### src/rtl/fpfa_pkg.sv
`timescale 1ns / 1ps
// ----------------------------------------------------------------------------
// fpfa_pkg
// Shared types and constants of the fixed partition fit allocator.
// ----------------------------------------------------------------------------
package fpfa_pkg;

    localparam int PARTITIONS  = 4;
    localparam int SLOTS       = 16;
    localparam int SIZE_BITS   = 16;
    localparam int PART_BITS   = 2;
    localparam int NPART_BITS  = 3;
    localparam int POL_BITS    = 2;
    localparam int PID_BITS    = 16;
    localparam int STAT_BITS   = 2;
    localparam int CFG_IDX_BITS = 3;
    localparam int SLOT_BITS   = (SLOTS > 1) ? $clog2(SLOTS) : 1;

    localparam logic ACT_ALLOC   = 1'b0;
    localparam logic ACT_RELEASE = 1'b1;

    localparam logic [STAT_BITS-1:0] ST_DONE       = 2'd0;
    localparam logic [STAT_BITS-1:0] ST_NO_FIT     = 2'd1;
    localparam logic [STAT_BITS-1:0] ST_TABLE_FULL = 2'd2;
    localparam logic [STAT_BITS-1:0] ST_NOT_FOUND  = 2'd3;

    localparam logic [POL_BITS-1:0] POL_FIRST = 2'd0;
    localparam logic [POL_BITS-1:0] POL_BEST  = 2'd1;
    localparam logic [POL_BITS-1:0] POL_WORST = 2'd2;

    localparam logic [CFG_IDX_BITS-1:0] REG_FIT_POLICY = 3'd0;
    localparam logic [CFG_IDX_BITS-1:0] REG_PARTS_USED = 3'd1;
    localparam logic [CFG_IDX_BITS-1:0] REG_PART0_SIZE = 3'd2;
    localparam logic [CFG_IDX_BITS-1:0] REG_PART1_SIZE = 3'd3;
    localparam logic [CFG_IDX_BITS-1:0] REG_PART2_SIZE = 3'd4;
    localparam logic [CFG_IDX_BITS-1:0] REG_PART3_SIZE = 3'd5;

    localparam logic [NPART_BITS-1:0] NPART_RESET = NPART_BITS'(PARTITIONS);

    typedef enum logic {
        ALU_ADD,
        ALU_SUB
    } t_alu_op;

    typedef struct packed {
        logic [SIZE_BITS-1:0] result;
        logic                 ge;
        logic                 eq;
    } t_alu_res;

    typedef struct packed {
        logic                 wr_en;
        logic [SLOT_BITS-1:0] wr_idx;
        logic [PID_BITS-1:0]  wr_pid;
        logic [PART_BITS-1:0] wr_part;
        logic [SIZE_BITS-1:0] wr_amount;
        logic                 clr_en;
        logic [SLOT_BITS-1:0] clr_idx;
        logic [SLOT_BITS-1:0] rd_idx;
    } t_ent_ctl;

    typedef struct packed {
        logic                 valid;
        logic [PID_BITS-1:0]  pid;
        logic [PART_BITS-1:0] part;
        logic [SIZE_BITS-1:0] amount;
        logic                 full;
        logic [SLOT_BITS-1:0] free_idx;
    } t_ent_sts;

endpackage

### src/rtl/fpfa_if.sv
`timescale 1ns / 1ps
// ----------------------------------------------------------------------------
// fpfa_if
// Request, response and configuration channels of the allocator.
// ----------------------------------------------------------------------------
interface fpfa_req_if import fpfa_pkg::*; ();
    logic                 valid;
    logic                 ready;
    logic                 action;
    logic [PID_BITS-1:0]  proc_id;
    logic [SIZE_BITS-1:0] req_size;

    modport source (output valid, action, proc_id, req_size, input ready);
    modport sink   (input valid, action, proc_id, req_size, output ready);
endinterface

interface fpfa_rsp_if import fpfa_pkg::*; ();
    logic                 valid;
    logic                 ready;
    logic [STAT_BITS-1:0] status;
    logic [PART_BITS-1:0] part_index;
    logic [SIZE_BITS-1:0] part_free;

    modport source (output valid, status, part_index, part_free, input ready);
    modport sink   (input valid, status, part_index, part_free, output ready);
endinterface

interface fpfa_cfg_if import fpfa_pkg::*; ();
    logic                    valid;
    logic                    ready;
    logic [CFG_IDX_BITS-1:0] index;
    logic [SIZE_BITS-1:0]    data;

    modport source (output valid, index, data, input ready);
    modport sink   (input valid, index, data, output ready);
endinterface

### src/rtl/fpfa_alu.sv
`timescale 1ns / 1ps
// ----------------------------------------------------------------------------
// fpfa_alu
// Shared adder: wrapping add, or saturating subtract with compare flags.
// ----------------------------------------------------------------------------
module fpfa_alu import fpfa_pkg::*; (
    input  t_alu_op              i_op,
    input  logic [SIZE_BITS-1:0] i_a,
    input  logic [SIZE_BITS-1:0] i_b,
    output t_alu_res             o_res
);

    logic                 w_sub;
    logic [SIZE_BITS-1:0] w_b;
    logic [SIZE_BITS:0]   w_sum;
    logic                 w_carry;

    assign w_sub   = (i_op == ALU_SUB);
    assign w_b     = w_sub ? ~i_b : i_b;
    assign w_sum   = {1'b0, i_a} + {1'b0, w_b} + {{SIZE_BITS{1'b0}}, w_sub};
    assign w_carry = w_sum[SIZE_BITS];

    // on subtract, carry out means a >= b
    always_comb begin
        o_res.ge = w_carry;
        o_res.eq = w_carry && (w_sum[SIZE_BITS-1:0] == '0);
        if (w_sub && !w_carry) begin
            o_res.result = '0;
        end else begin
            o_res.result = w_sum[SIZE_BITS-1:0];
        end
    end

endmodule

### src/rtl/fpfa_entry_table.sv
`timescale 1ns / 1ps
// ----------------------------------------------------------------------------
// fpfa_entry_table
// Grant records: valid bits, owner id, partition and granted amount.
// ----------------------------------------------------------------------------
module fpfa_entry_table import fpfa_pkg::*; (
    input  logic     i_clk,
    input  logic     i_rst_n,
    input  t_ent_ctl i_ctl,
    output t_ent_sts o_sts
);

    logic [SLOTS-1:0]     r_valid;
    logic [PID_BITS-1:0]  r_pid    [SLOTS];
    logic [PART_BITS-1:0] r_part   [SLOTS];
    logic [SIZE_BITS-1:0] r_amount [SLOTS];

    always_ff @(posedge i_clk) begin
        if (!i_rst_n) begin
            r_valid <= '0;
        end else begin
            if (i_ctl.wr_en) begin
                r_valid[i_ctl.wr_idx] <= 1'b1;
            end
            if (i_ctl.clr_en) begin
                r_valid[i_ctl.clr_idx] <= 1'b0;
            end
        end
    end

    always_ff @(posedge i_clk) begin
        if (i_ctl.wr_en) begin
            r_pid[i_ctl.wr_idx]    <= i_ctl.wr_pid;
            r_part[i_ctl.wr_idx]   <= i_ctl.wr_part;
            r_amount[i_ctl.wr_idx] <= i_ctl.wr_amount;
        end
    end

    // lowest free entry
    always_comb begin
        o_sts.free_idx = '0;
        for (int i = SLOTS - 1; i >= 0; i--) begin
            if (!r_valid[i]) begin
                o_sts.free_idx = SLOT_BITS'(i);
            end
        end
        o_sts.full   = &r_valid;
        o_sts.valid  = r_valid[i_ctl.rd_idx];
        o_sts.pid    = r_pid[i_ctl.rd_idx];
        o_sts.part   = r_part[i_ctl.rd_idx];
        o_sts.amount = r_amount[i_ctl.rd_idx];
    end

endmodule

### src/rtl/fixed_partition_fit_allocator.sv
`timescale 1ns / 1ps
// ----------------------------------------------------------------------------
// fixed_partition_fit_allocator
// Fixed partition allocator with first, best and worst fit.
// ----------------------------------------------------------------------------
// One request is handled at a time; every request beat gives one response
// beat. A single adder/comparator is stepped by the sequencer. An allocate
// visits each partition considered in a free-space and a size-check state,
// plus a compare state when best or worst fit compares an adequate partition
// against the current pick; first fit stops at the first match. The table
// check follows. A release walks all 16 entries one per cycle comparing ids,
// then the hit check. A failed check, or an allocate with no partition in
// use, goes straight to the output state; else the used-space add or
// subtract, the free-space update and the output state follow. The sequencer
// then returns to idle for the next request. A request may be accepted while
// the previous response is still waiting; the finished response then holds
// until the output register frees. Config writes are always taken and are
// meant to happen only while the block is idle.
// ----------------------------------------------------------------------------
module fixed_partition_fit_allocator import fpfa_pkg::*; (
    input  logic        i_clk,
    input  logic        i_rst_n,
    fpfa_req_if.sink    i_req,
    fpfa_rsp_if.source  o_rsp,
    fpfa_cfg_if.sink    i_cfg
);

    typedef enum logic [3:0] {
        S_IDLE,
        S_A_FREE,
        S_A_FIT,
        S_A_CMP,
        S_A_CHECK,
        S_A_ADD,
        S_UPD_FREE,
        S_R_SCAN,
        S_R_CHECK,
        S_R_SUB,
        S_OUT
    } t_state;

    t_state r_state;

    logic [POL_BITS-1:0]   r_policy;
    logic [NPART_BITS-1:0] r_nparts_cfg;
    logic [SIZE_BITS-1:0]  r_part_size [PARTITIONS];
    logic [SIZE_BITS-1:0]  r_part_used [PARTITIONS];

    logic [PID_BITS-1:0]   r_pid;
    logic [SIZE_BITS-1:0]  r_size;
    logic [PART_BITS-1:0]  r_scan_p;
    logic [SLOT_BITS-1:0]  r_scan_e;
    logic [SIZE_BITS-1:0]  r_free;
    logic                  r_pick_valid;
    logic [SIZE_BITS-1:0]  r_pick_free;
    logic [PART_BITS-1:0]  r_part;
    logic                  r_hit_valid;
    logic [SLOT_BITS-1:0]  r_hit;
    logic [STAT_BITS-1:0]  r_status;
    logic [SIZE_BITS-1:0]  r_res_free;

    logic                  r_out_valid;
    logic [STAT_BITS-1:0]  r_out_status;
    logic [PART_BITS-1:0]  r_out_part;
    logic [SIZE_BITS-1:0]  r_out_free;

    logic [NPART_BITS-1:0] w_nparts;
    logic                  w_last_part;
    logic                  w_last_entry;
    logic [PART_BITS-1:0]  w_pi;
    t_alu_op               w_op;
    logic [SIZE_BITS-1:0]  w_a;
    logic [SIZE_BITS-1:0]  w_b;
    t_alu_res              w_alu;
    t_ent_ctl              w_ent_ctl;
    t_ent_sts              w_ent;
    logic                  w_take;

    assign i_req.ready = (r_state == S_IDLE);
    assign i_cfg.ready = 1'b1;

    assign o_rsp.valid      = r_out_valid;
    assign o_rsp.status     = r_out_status;
    assign o_rsp.part_index = r_out_part;
    assign o_rsp.part_free  = r_out_free;

    // counts above the partition total clamp to it
    assign w_nparts = (r_nparts_cfg > NPART_BITS'(PARTITIONS)) ?
                      NPART_BITS'(PARTITIONS) : r_nparts_cfg;
    assign w_last_part  = (({1'b0, r_scan_p} + NPART_BITS'(1)) == w_nparts);
    assign w_last_entry = (r_scan_e == SLOT_BITS'(SLOTS - 1));
    assign w_pi         = (r_state == S_A_FREE) ? r_scan_p : r_part;

    // operand select for the shared unit
    always_comb begin
        w_op = ALU_SUB;
        w_a  = '0;
        w_b  = '0;
        case (r_state)
            S_A_FREE, S_UPD_FREE: begin
                w_a = r_part_size[w_pi];
                w_b = r_part_used[w_pi];
            end
            S_A_FIT: begin
                w_a = r_free;
                w_b = r_size;
            end
            S_A_CMP: begin
                w_a = r_free;
                w_b = r_pick_free;
            end
            S_A_ADD: begin
                w_op = ALU_ADD;
                w_a  = r_part_used[w_pi];
                w_b  = r_size;
            end
            S_R_SCAN: begin
                w_a = r_pid;
                w_b = w_ent.pid;
            end
            S_R_SUB: begin
                w_a = r_part_used[w_pi];
                w_b = w_ent.amount;
            end
            default: begin
                w_op = ALU_SUB;
            end
        endcase
    end

    fpfa_alu u_alu (
        .i_op  (w_op),
        .i_a   (w_a),
        .i_b   (w_b),
        .o_res (w_alu)
    );

    always_comb begin
        w_ent_ctl.wr_en     = (r_state == S_A_CHECK) && r_pick_valid && !w_ent.full;
        w_ent_ctl.wr_idx    = w_ent.free_idx;
        w_ent_ctl.wr_pid    = r_pid;
        w_ent_ctl.wr_part   = r_part;
        w_ent_ctl.wr_amount = r_size;
        w_ent_ctl.clr_en    = (r_state == S_R_SUB);
        w_ent_ctl.clr_idx   = r_hit;
        w_ent_ctl.rd_idx    = (r_state == S_R_SCAN) ? r_scan_e : r_hit;
    end

    fpfa_entry_table u_entries (
        .i_clk   (i_clk),
        .i_rst_n (i_rst_n),
        .i_ctl   (w_ent_ctl),
        .o_sts   (w_ent)
    );

    // best fit: strictly smaller wins; worst fit: strictly larger wins
    assign w_take = (r_policy == POL_BEST) ? !w_alu.ge : (w_alu.ge && !w_alu.eq);

    always_ff @(posedge i_clk) begin
        if (!i_rst_n) begin
            r_policy     <= POL_FIRST;
            r_nparts_cfg <= NPART_RESET;
            for (int i = 0; i < PARTITIONS; i++) begin
                r_part_size[i] <= '0;
            end
        end else if (i_cfg.valid) begin
            case (i_cfg.index)
                REG_FIT_POLICY: r_policy       <= i_cfg.data[POL_BITS-1:0];
                REG_PARTS_USED: r_nparts_cfg   <= i_cfg.data[NPART_BITS-1:0];
                REG_PART0_SIZE: r_part_size[0] <= i_cfg.data;
                REG_PART1_SIZE: r_part_size[1] <= i_cfg.data;
                REG_PART2_SIZE: r_part_size[2] <= i_cfg.data;
                REG_PART3_SIZE: r_part_size[3] <= i_cfg.data;
                default: begin
                end
            endcase
        end
    end

    always_ff @(posedge i_clk) begin
        if (!i_rst_n) begin
            r_state      <= S_IDLE;
            r_out_valid  <= 1'b0;
            r_pick_valid <= 1'b0;
            r_hit_valid  <= 1'b0;
            for (int i = 0; i < PARTITIONS; i++) begin
                r_part_used[i] <= '0;
            end
        end else begin
            if (o_rsp.ready) begin
                r_out_valid <= 1'b0;
            end
            case (r_state)
                S_IDLE: begin
                    if (i_req.valid) begin
                        r_pid        <= i_req.proc_id;
                        r_size       <= i_req.req_size;
                        r_scan_p     <= '0;
                        r_scan_e     <= '0;
                        r_pick_valid <= 1'b0;
                        r_pick_free  <= '0;
                        r_hit_valid  <= 1'b0;
                        r_part       <= '0;
                        r_res_free   <= '0;
                        if (i_req.action == ACT_RELEASE) begin
                            r_state <= S_R_SCAN;
                        end else if (w_nparts == '0) begin
                            r_status <= ST_NO_FIT;
                            r_state  <= S_OUT;
                        end else begin
                            r_state <= S_A_FREE;
                        end
                    end
                end
                S_A_FREE: begin
                    r_free  <= w_alu.result;
                    r_state <= S_A_FIT;
                end
                S_A_FIT: begin
                    if (!w_alu.ge) begin
                        r_scan_p <= r_scan_p + PART_BITS'(1);
                        r_state  <= w_last_part ? S_A_CHECK : S_A_FREE;
                    end else begin
                        case (r_policy)
                            POL_BEST: begin
                                if (!r_pick_valid) begin
                                    r_pick_valid <= 1'b1;
                                    r_part       <= r_scan_p;
                                    r_pick_free  <= r_free;
                                    r_scan_p     <= r_scan_p + PART_BITS'(1);
                                    r_state      <= w_last_part ? S_A_CHECK : S_A_FREE;
                                end else begin
                                    r_state <= S_A_CMP;
                                end
                            end
                            POL_WORST: begin
                                r_state <= S_A_CMP;
                            end
                            default: begin
                                r_pick_valid <= 1'b1;
                                r_part       <= r_scan_p;
                                r_state      <= S_A_CHECK;
                            end
                        endcase
                    end
                end
                S_A_CMP: begin
                    if (w_take) begin
                        r_pick_valid <= 1'b1;
                        r_part       <= r_scan_p;
                        r_pick_free  <= r_free;
                    end
                    r_scan_p <= r_scan_p + PART_BITS'(1);
                    r_state  <= w_last_part ? S_A_CHECK : S_A_FREE;
                end
                S_A_CHECK: begin
                    if (!r_pick_valid) begin
                        r_status <= ST_NO_FIT;
                        r_part   <= '0;
                        r_state  <= S_OUT;
                    end else if (w_ent.full) begin
                        r_status <= ST_TABLE_FULL;
                        r_part   <= '0;
                        r_state  <= S_OUT;
                    end else begin
                        r_state <= S_A_ADD;
                    end
                end
                S_A_ADD: begin
                    r_part_used[w_pi] <= w_alu.result;
                    r_state           <= S_UPD_FREE;
                end
                S_UPD_FREE: begin
                    r_res_free <= w_alu.result;
                    r_status   <= ST_DONE;
                    r_state    <= S_OUT;
                end
                S_R_SCAN: begin
                    if (w_ent.valid && w_alu.eq &&
                        (!r_hit_valid || (w_ent.part < r_part))) begin
                        r_hit_valid <= 1'b1;
                        r_hit       <= r_scan_e;
                        r_part      <= w_ent.part;
                    end
                    r_scan_e <= r_scan_e + SLOT_BITS'(1);
                    if (w_last_entry) begin
                        r_state <= S_R_CHECK;
                    end
                end
                S_R_CHECK: begin
                    if (!r_hit_valid) begin
                        r_status <= ST_NOT_FOUND;
                        r_part   <= '0;
                        r_state  <= S_OUT;
                    end else begin
                        r_state <= S_R_SUB;
                    end
                end
                S_R_SUB: begin
                    r_part_used[w_pi] <= w_alu.result;
                    r_state           <= S_UPD_FREE;
                end
                S_OUT: begin
                    if (!r_out_valid || o_rsp.ready) begin
                        r_out_valid  <= 1'b1;
                        r_out_status <= r_status;
                        r_out_part   <= r_part;
                        r_out_free   <= r_res_free;
                        r_state      <= S_IDLE;
                    end
                end
                default: begin
                    r_state <= S_IDLE;
                end
            endcase
        end
    end

endmodule

### src/flat_wrapper.sv
// flat-port wrapper written by rule: the top's interface ports become plain ports
module fixed_partition_fit_allocator_flat import fpfa_pkg::*;
  (i_clk, i_rst_n, i_req_valid, i_req_action, i_req_proc_id, i_req_req_size, i_req_ready, o_rsp_valid, o_rsp_status, o_rsp_part_index, o_rsp_part_free, o_rsp_ready, i_cfg_valid, i_cfg_index, i_cfg_data, i_cfg_ready);
  fpfa_req_if i_req_i ();
  fpfa_rsp_if o_rsp_i ();
  fpfa_cfg_if i_cfg_i ();
  input  logic i_clk;
  input  logic i_rst_n;
  input wire logic [$bits(i_req_i.valid)-1:0] i_req_valid;
  input wire logic [$bits(i_req_i.action)-1:0] i_req_action;
  input wire logic [$bits(i_req_i.proc_id)-1:0] i_req_proc_id;
  input wire logic [$bits(i_req_i.req_size)-1:0] i_req_req_size;
  output wire logic [$bits(i_req_i.ready)-1:0] i_req_ready;
  output wire logic [$bits(o_rsp_i.valid)-1:0] o_rsp_valid;
  output wire logic [$bits(o_rsp_i.status)-1:0] o_rsp_status;
  output wire logic [$bits(o_rsp_i.part_index)-1:0] o_rsp_part_index;
  output wire logic [$bits(o_rsp_i.part_free)-1:0] o_rsp_part_free;
  input wire logic [$bits(o_rsp_i.ready)-1:0] o_rsp_ready;
  input wire logic [$bits(i_cfg_i.valid)-1:0] i_cfg_valid;
  input wire logic [$bits(i_cfg_i.index)-1:0] i_cfg_index;
  input wire logic [$bits(i_cfg_i.data)-1:0] i_cfg_data;
  output wire logic [$bits(i_cfg_i.ready)-1:0] i_cfg_ready;
  assign i_req_i.valid = i_req_valid;
  assign i_req_i.action = i_req_action;
  assign i_req_i.proc_id = i_req_proc_id;
  assign i_req_i.req_size = i_req_req_size;
  assign i_req_ready = i_req_i.ready;
  assign o_rsp_valid = o_rsp_i.valid;
  assign o_rsp_status = o_rsp_i.status;
  assign o_rsp_part_index = o_rsp_i.part_index;
  assign o_rsp_part_free = o_rsp_i.part_free;
  assign o_rsp_i.ready = o_rsp_ready;
  assign i_cfg_i.valid = i_cfg_valid;
  assign i_cfg_i.index = i_cfg_index;
  assign i_cfg_i.data = i_cfg_data;
  assign i_cfg_ready = i_cfg_i.ready;
  fixed_partition_fit_allocator u_core (.i_clk(i_clk), .i_rst_n(i_rst_n), .i_req(i_req_i), .o_rsp(o_rsp_i), .i_cfg(i_cfg_i));
endmodule
### config.mk
export PLATFORM = sky130hd
export DESIGN_NAME = fixed_partition_fit_allocator_flat
export DESIGN_NICKNAME = d
export VERILOG_FILES = /design/src/rtl/fpfa_pkg.sv /design/src/rtl/fpfa_if.sv /design/src/rtl/fpfa_alu.sv /design/src/rtl/fpfa_entry_table.sv /design/src/rtl/fixed_partition_fit_allocator.sv /design/src/flat_wrapper.sv
export SDC_FILE = /design/constraint.sdc
export NUM_CORES = 1
export LEC_CHECK = 0
export BUFFER_PORTS_ARGS = -buffer_cell sky130_fd_sc_hd__buf_4
export CORE_ASPECT_RATIO = 0.9
export CORE_MARGIN = 5
export CORE_UTILIZATION = 60
export DETAILED_ROUTE_END_ITERATION = 8
export GPL_TIMING_DRIVEN = 1
export PLACE_DENSITY = 0.83
export RECOVER_POWER = 100
export SETUP_SLACK_MARGIN = 0.02
export SYNTH_ARGS = -nofsm -noshare
export SYNTH_HDL_FRONTEND = slang
export SYNTH_HIERARCHICAL = 1
export SYNTH_SLANG_ARGS = --single-unit
### constraint.sdc
create_clock -name i_clk -period 9.05 [get_ports i_clk]
set_clock_uncertainty 0.05 [all_clocks]
set_input_delay 1.81 -clock i_clk [delete_from_list [all_inputs] [get_ports i_clk]]
set_output_delay 1.81 -clock i_clk [all_outputs]
set_load 0.03 [all_outputs]
# [Word-level counts from Yosys, hierarchy flattened]
# Memories as Yosys holds them, arrays and structs flattened.
# Index checks and enable logic that the tools add are counted.
[totals] ff_bits=142 latch_bits=0 mem_bits_rw=672 romBits=0 in_bits=57 out_inout_bits=23 word_cells=247 mem_count=5
[mem_list] memory="u_core.u_entries.r_amount" depth=16 word_bits=16 rd=1 rd_clocked_by_memory_dff=0 wr=1 line_no="fpfa_entry_table.sv:16" text="logic [SIZE_BITS-1:0] r_amount [SLOTS];"
[mem_list] memory="u_core.u_entries.r_pid" depth=16 word_bits=16 rd=1 rd_clocked_by_memory_dff=0 wr=1 line_no="fpfa_entry_table.sv:14" text="logic [PID_BITS-1:0] r_pid [SLOTS];"
[mem_list] memory="u_core.r_part_size" depth=4 word_bits=16 rd=1 rd_clocked_by_memory_dff=0 wr=4 line_no="fixed_partition_fit_allocator.sv:46" text="logic [SIZE_BITS-1:0] r_part_size [PARTITIONS];"
[mem_list] memory="u_core.r_part_used" depth=4 word_bits=16 rd=1 rd_clocked_by_memory_dff=0 wr=4 line_no="fixed_partition_fit_allocator.sv:47" text="logic [SIZE_BITS-1:0] r_part_used [PARTITIONS];"
[mem_list] memory="u_core.u_entries.r_part" depth=16 word_bits=2 rd=1 rd_clocked_by_memory_dff=0 wr=1 line_no="fpfa_entry_table.sv:15" text="logic [PART_BITS-1:0] r_part [SLOTS];"
[classes] n_addsub=5 mul=0 n_div=0 magnitude_cmp=7 n_eq_ne=35 n_shift=0 muxes=120 bitwise=9 n_reduce_logical=46
[ops] cell="16-bit 2-to-1 mux" count=16
[ops] cell="4-bit 2-to-1 mux" count=27
[ops] cell="16-bit case mux with 5 select lines" count=1
[ops] cell="16-bit case mux with 4 select lines" count=1
[ops] cell="16-bit case mux with 3 select lines" count=1
[ops] cell="2-bit 2-to-1 mux" count=20
[ops] cell="4-bit case mux with 10 select lines" count=1
[ops] cell="1-bit 2-to-1 mux" count=39
[ops] cell="16-bit NOT" count=2
[ops] cell="16-bit case mux with 2 select lines" count=1
[ops] cell="3-bit AND reduction" count=7
[ops] cell="16-bit by 16-bit adder with 17-bit output" count=1
[ops] cell="17-bit by 1-bit adder with 17-bit output" count=1
[ops] cell="16-bit AND" count=1
[ops] cell="4-bit by 3-bit == test with 1-bit output, second input constant" count=4
[ops] cell="4-bit == test, second input constant" count=4
[ops] cell="16-bit logical NOT" count=1
[ops] cell="16-bit OR" count=1
[ops] cell="4-bit case mux with 2 select lines" count=2
[ops] cell="16-bit AND reduction" count=1
[ops] cell="16-bit OR reduction" count=1
[ops] cell="4-bit by 5-bit < comparator with 1-bit output, second input constant" count=3
[ops] cell="2-bit != test, second input constant" count=7
[ops] cell="7-bit AND reduction" count=2
[ops] cell="40 further kinds" count=77

# [Longest topological paths before layout]
[depth] depth_word=25 depth_mapped=31 mapped_depth_nobuf=26

# [Modules after synthesis]
# Netlist, hierarchy kept.
[modules_own_cells] mod="fpfa_entry_table" n_inst=1 cells_per_inst=937 area_per_inst_um2=21599.5 seq_area_each_um2=16656.0
[modules_own_cells] mod="fixed_partition_fit_allocator" n_inst=1 cells_per_inst=954 area_per_inst_um2=11962.7 seq_area_each_um2=7507.2
[modules_own_cells] mod="fpfa_alu" n_inst=1 cells_per_inst=145 area_per_inst_um2=1071.0 seq_area_each_um2=0.0

# [Least setup slack after synthesis]
# Ideal clock, no wire load.
[synth_timing] path_type="reg2reg" start="register u_core.r_state[3]" end="register u_core.r_pick_free[0] (enable)" setup_time_ns=0.409 t_arrival_ns=6.737 t_required_ns=8.591 setup_slack_ns=1.854 stages_incl_launch_ff=30 path_buffers=4 period_less_slack_ns=7.196 path_cell_list="dfxtp_1 > clkbuf_1 > nor2b_1 > and2_1 > clkbuf_1 > nand2_1 > nand2_1 > buf_6 > buf_2 > mux4_2 > a22oi_1 > nand2_1 > mux2i_1 > nor2_1 > a221oi_1 > o221ai_1 > mux2i_1 > inv_1 > fa_1 > a21o_1 > a221oi_2 > nor3_1 > o311ai_2 > a21bo_2 > nor4bb_1 > and4_1 > o21a_1 > a21oi_1 > nor3_1 > nor3_1"
[synth_lines] item="start, declared" line_no="fixed_partition_fit_allocator.sv:42" text="t_state r_state;"
[synth_lines] item="start signal, assigned" line_no="fixed_partition_fit_allocator.sv:222" text="r_state <= w_last_part ? S_A_CHECK : S_A_FREE;"
[synth_lines] item="start signal, assigned" line_no="fixed_partition_fit_allocator.sv:231" text="r_state <= w_last_part ? S_A_CHECK : S_A_FREE;"
[synth_lines] item="start signal, assigned" line_no="fixed_partition_fit_allocator.sv:254" text="r_state <= w_last_part ? S_A_CHECK : S_A_FREE;"
[synth_lines] item="end signal, assigned" line_no="fixed_partition_fit_allocator.sv:229" text="r_pick_free <= r_free;"
[synth_lines] item="end signal, assigned" line_no="fixed_partition_fit_allocator.sv:251" text="r_pick_free <= r_free;"
[synth_lines] item="end, declared" line_no="fixed_partition_fit_allocator.sv:55" text="logic [SIZE_BITS-1:0] r_pick_free;"

==> impl_metrics.env <==
export IMPL_die_w_microns=263
export IMPL_drcViolationCount=0
export IMPL_worst_pin_slew_ps=3120
export IMPL_finalSetupTns_ps=0
export IMPL_grt_max_degree=55
export IMPL_via_count=20400
export IMPL_ctsHoldBuffers=0
export IMPL_fin_crit_ps=8540
export IMPL_synthTopCellsByArea="edfxtp_1, mux4_2, mux4_1, mux2i_1, and2_1"
export IMPL_cts_setup_buffers=0
export IMPL_async_flop_share_pct=0
export IMPL_rows=83
export IMPL_clkSinkCount=814
export IMPL_path_delay_family="simple AND/OR/NAND/NOR gates"
export IMPL_diodes=0
export IMPL_cts_resized=0
export IMPL_totalWireLength_microns=88600
export IMPL_path_common_cell="buf_4"
export IMPL_p_leak_nw=12.8
export IMPL_antenna_found_initial=2
export IMPL_clk_latency_ps=630
export IMPL_yosysUniqueCellTypes=74
export IMPL_synth_most_common_cell="edfxtp_1"
export IMPL_synthCells=2036
export IMPL_slew_headroom_pct=-108
export IMPL_crit_fanout=23
export IMPL_area_delta_synth_final_pct=10.7
export IMPL_synth_edf_count=786
export IMPL_core_area_sq_um=57100
export IMPL_max_cap_viol_count=20
export IMPL_crit_arrival_ps=8850
export IMPL_synth_fp_nets=2115
export IMPL_drive_above_1_share_pct=14.7
export IMPL_hold_viol_final=0
export IMPL_register_area_sq_um=24200
export IMPL_cts_tree="yes"
export IMPL_rsz0062_at_grt="false"
export IMPL_portBuffers=78
export IMPL_syn_avg_cell_area_sq_um=17.0
export IMPL_grt_overflow_total=0
export IMPL_setup_violations=0
export IMPL_crit_buf_inv=4
export IMPL_cts_max_level=3
export IMPL_maxSlewViolCount=594
export IMPL_first_pass_iters=6
export IMPL_ys_ff_latch=814
export IMPL_initial_core_util_pct=60.6
export IMPL_required_ps=9360
export IMPL_ys_top_cells_by_count="edfxtp_1, and2_1, nand2_1, mux2i_1, nor2_1"
export IMPL_slowest_delay_ps=800
export IMPL_syn_area_sq_um=34600
export IMPL_multi_input_area_sq_um=9780
export IMPL_ir_drop_v=0.000373
export IMPL_cts_clk_slew_worst_paths_ps=60
export IMPL_yosysWarnings=6
export IMPL_cts_root_buf="clkbuf_16"
export IMPL_slowest_stage="nor3b_2"
export IMPL_grt_usage_pct=27.8
export IMPL_grt_pass1_vias=20200
export IMPL_powerDensity_nw_per_um2=297
export IMPL_synth_seq_area_share_pct=69.8
export IMPL_clockBufferDepth=3
export IMPL_drt_iter0_drc=3313
export IMPL_wl_per_cell_microns=29.8
export IMPL_ant_nets=0
export IMPL_grt_pass1_wl_microns=131000
export IMPL_fin_nets=2225
export IMPL_synth_top_area_share_pct=68.2
export IMPL_min_path_type="flip-flop to flip-flop"
export IMPL_worstPathCellList="and2_0, buf_4, and2_0, nand2_1, nand2_4, buf_4, buf_4, mux4_1, a22oi_1, nand2_1, a221oi_1, o221ai_1, xor2_1, ha_1, a21o_1, a221oi_2, nor3_1, o311ai_2, a21boi_1, nor3b_2, nor3_1, clkbuf_1, and2_1"
export IMPL_gp_congestion=0.941
export IMPL_post_synth_top_area_cell="edfxtp_1"
export IMPL_timing_hold_ws_ps=367
export IMPL_synthFlopType="edfxtp_1"
export IMPL_viasPerCell=6.87
export IMPL_outcome="finished, violations left"
export IMPL_timing_final_crit_share_pct=94.3
export IMPL_fmax_ghz=0.117
export IMPL_cts_made_buffers=78
export IMPL_violations="max-capacitance violations, max-slew violations"
export IMPL_crit_path_end_kind="flip-flop"
export IMPL_io_pins=80
export IMPL_die_area_sq_um=62600
export IMPL_dp_hpwl_microns=52500
export IMPL_crit_type="flip-flop to flip-flop"
export IMPL_die_height_microns=238
export IMPL_worstSetupStartpointType="flip-flop"
export IMPL_nFillCells=3735
-- worst register-to-register path, cell delays in order (launching register included) --
cell and delay [ps]:
dfxtp_1 760, and2_0 220, buf_4 260, and2_0 470, nand2_1 180, nand2_4 420
buf_4 340, buf_4 330, mux4_1 620, a22oi_1 270, nand2_1 90, a221oi_1 600
o221ai_1 260, xor2_1 210, ha_1 410, a21o_1 240, a221oi_2 340, nor3_1 150
o311ai_2 330, a21boi_1 150, nor3b_2 800, nor3_1 390, clkbuf_1 250, and2_1 170
-- where the power goes --
part	internal (mW)	switching, mW
logic	1.11	2.45
clock network	1.78	1.37
registers	4.48	0.198
total	7.37	4.01
-- registers in the layout (all words and copies together), names as in the netlist, 3 cells and up --
name	count
u_core/r_nparts_cfg	3
u_core/u_entries/r_part	32
u_core/r_free	16
u_core/r_state	4
u_core/u_entries/r_valid	16
u_core/r_part_size	64
u_core/r_res_free	16
u_core/r_hit	4
u_core/o_rsp.part_free	16
u_core/r_size	16
u_core/u_entries/r_amount	256
u_core/r_part_used	64
u_core/r_scan_e	4
u_core/r_pick_free	16
u_core/u_entries/r_pid	256
u_core/r_pid	16
-- metal layers --
layer  global-route usage (%)  vias to the layer above  share of wire (%)
li1                         -                     8364                  -
met1                     39.2                    10300                 37
met2                     44.0                     1519                 47
met3                     6.02                      272                 12
met4                     10.3                        4                4.2
met5                        0                        -              0.036
-- kinds of logic (layout without fill, tap and decap cells) --
| group | count (synthesis) | count (layout) | synth area share, % |
|---|---|---|---|
| DFF | 814 | 814 | 69.8 |
| and+or+nand+nor | 504 | 504 | 7.80 |
| AOI/OAI and AO/OA | 288 | 288 | 5.94 |
| muxes | 242 | 242 | 12.7 |
| buffers and inverters | 132 | 303 | 2.16 |
| xor gates and xnor gates | 33 | 33 | 0.835 |
| adders and majority gates | 22 | 22 | 0.816 |
| other | 1 | 1 | 0.0108 |
-- per-stage QoR --
| step | setup WS [ps] | power (mW) | util [%] | instances | cell area [sq um] |
|---|---|---|---|---|---|
| floorplan | 1850 | 6.94 | - | 2036 | 34600 |
| global placement | 1240 | 8.06 | 63.4 | 2831 | 36200 |
| detailed placement | 925 | 8.14 | 63.4 | 2831 | 36200 |
| CTS | 874 | 11.3 | 67.7 | 2972 | 38600 |
| global route | 181 | 11.8 | 67.1 | 2972 | 38300 |
| finish | 515 | 11.4 | 67.1 | 2972 | 38300 |
-- layout by cell type (no fill, tap or decap), drive strengths merged, types with 17 or more instances in the layout --
master / count
and2: 150
xor2: 24
edfxtp: 786
mux2i: 101
o221ai: 17
dfxtp: 28
o22ai: 33
nand2b: 20
and3: 24
nor2b: 29
a21oi: 62
or3: 18
nand2: 112
ha: 21
mux4: 140
clkinv: 33
a22oi: 72
buf: 60
clkbuf: 181
o21ai: 21
nor2: 86
a221oi: 18
inv: 22
-- final cells by class --
cell class	count	share of cell area [%]
Clock inverter	44	0.950
Clock buffer	97	5.42
Multi-Input combinational cell	1090	25.5
Tap cell	765	2.50
Inverter	18	0.176
Sequential cell	814	63.0
Timing Repair Buffer	144	2.39
-- path summary, 6_finish.rpt --
path / cells after the start / slack, ps / end / from
worst max-delay path: 23 / 510 / u_core/r_part_used[3][5]$_DFFE_PP_ / u_core/r_state[0]$_SDFFE_PN0P_
worst min-delay path: 0 / 370 / u_core/o_rsp.part_free[14]$_DFFE_PP_ / u_core/r_res_free[14]$_SDFFCE_PN0P_
worst max register to register: 23 / 510 / u_core/r_part_used[3][5]$_DFFE_PP_ / u_core/r_state[0]$_SDFFE_PN0P_
worst min register to register: 0 / 370 / u_core/o_rsp.part_free[14]$_DFFE_PP_ / u_core/r_res_free[14]$_SDFFCE_PN0P_
Power figures use the tool's default switching activity.
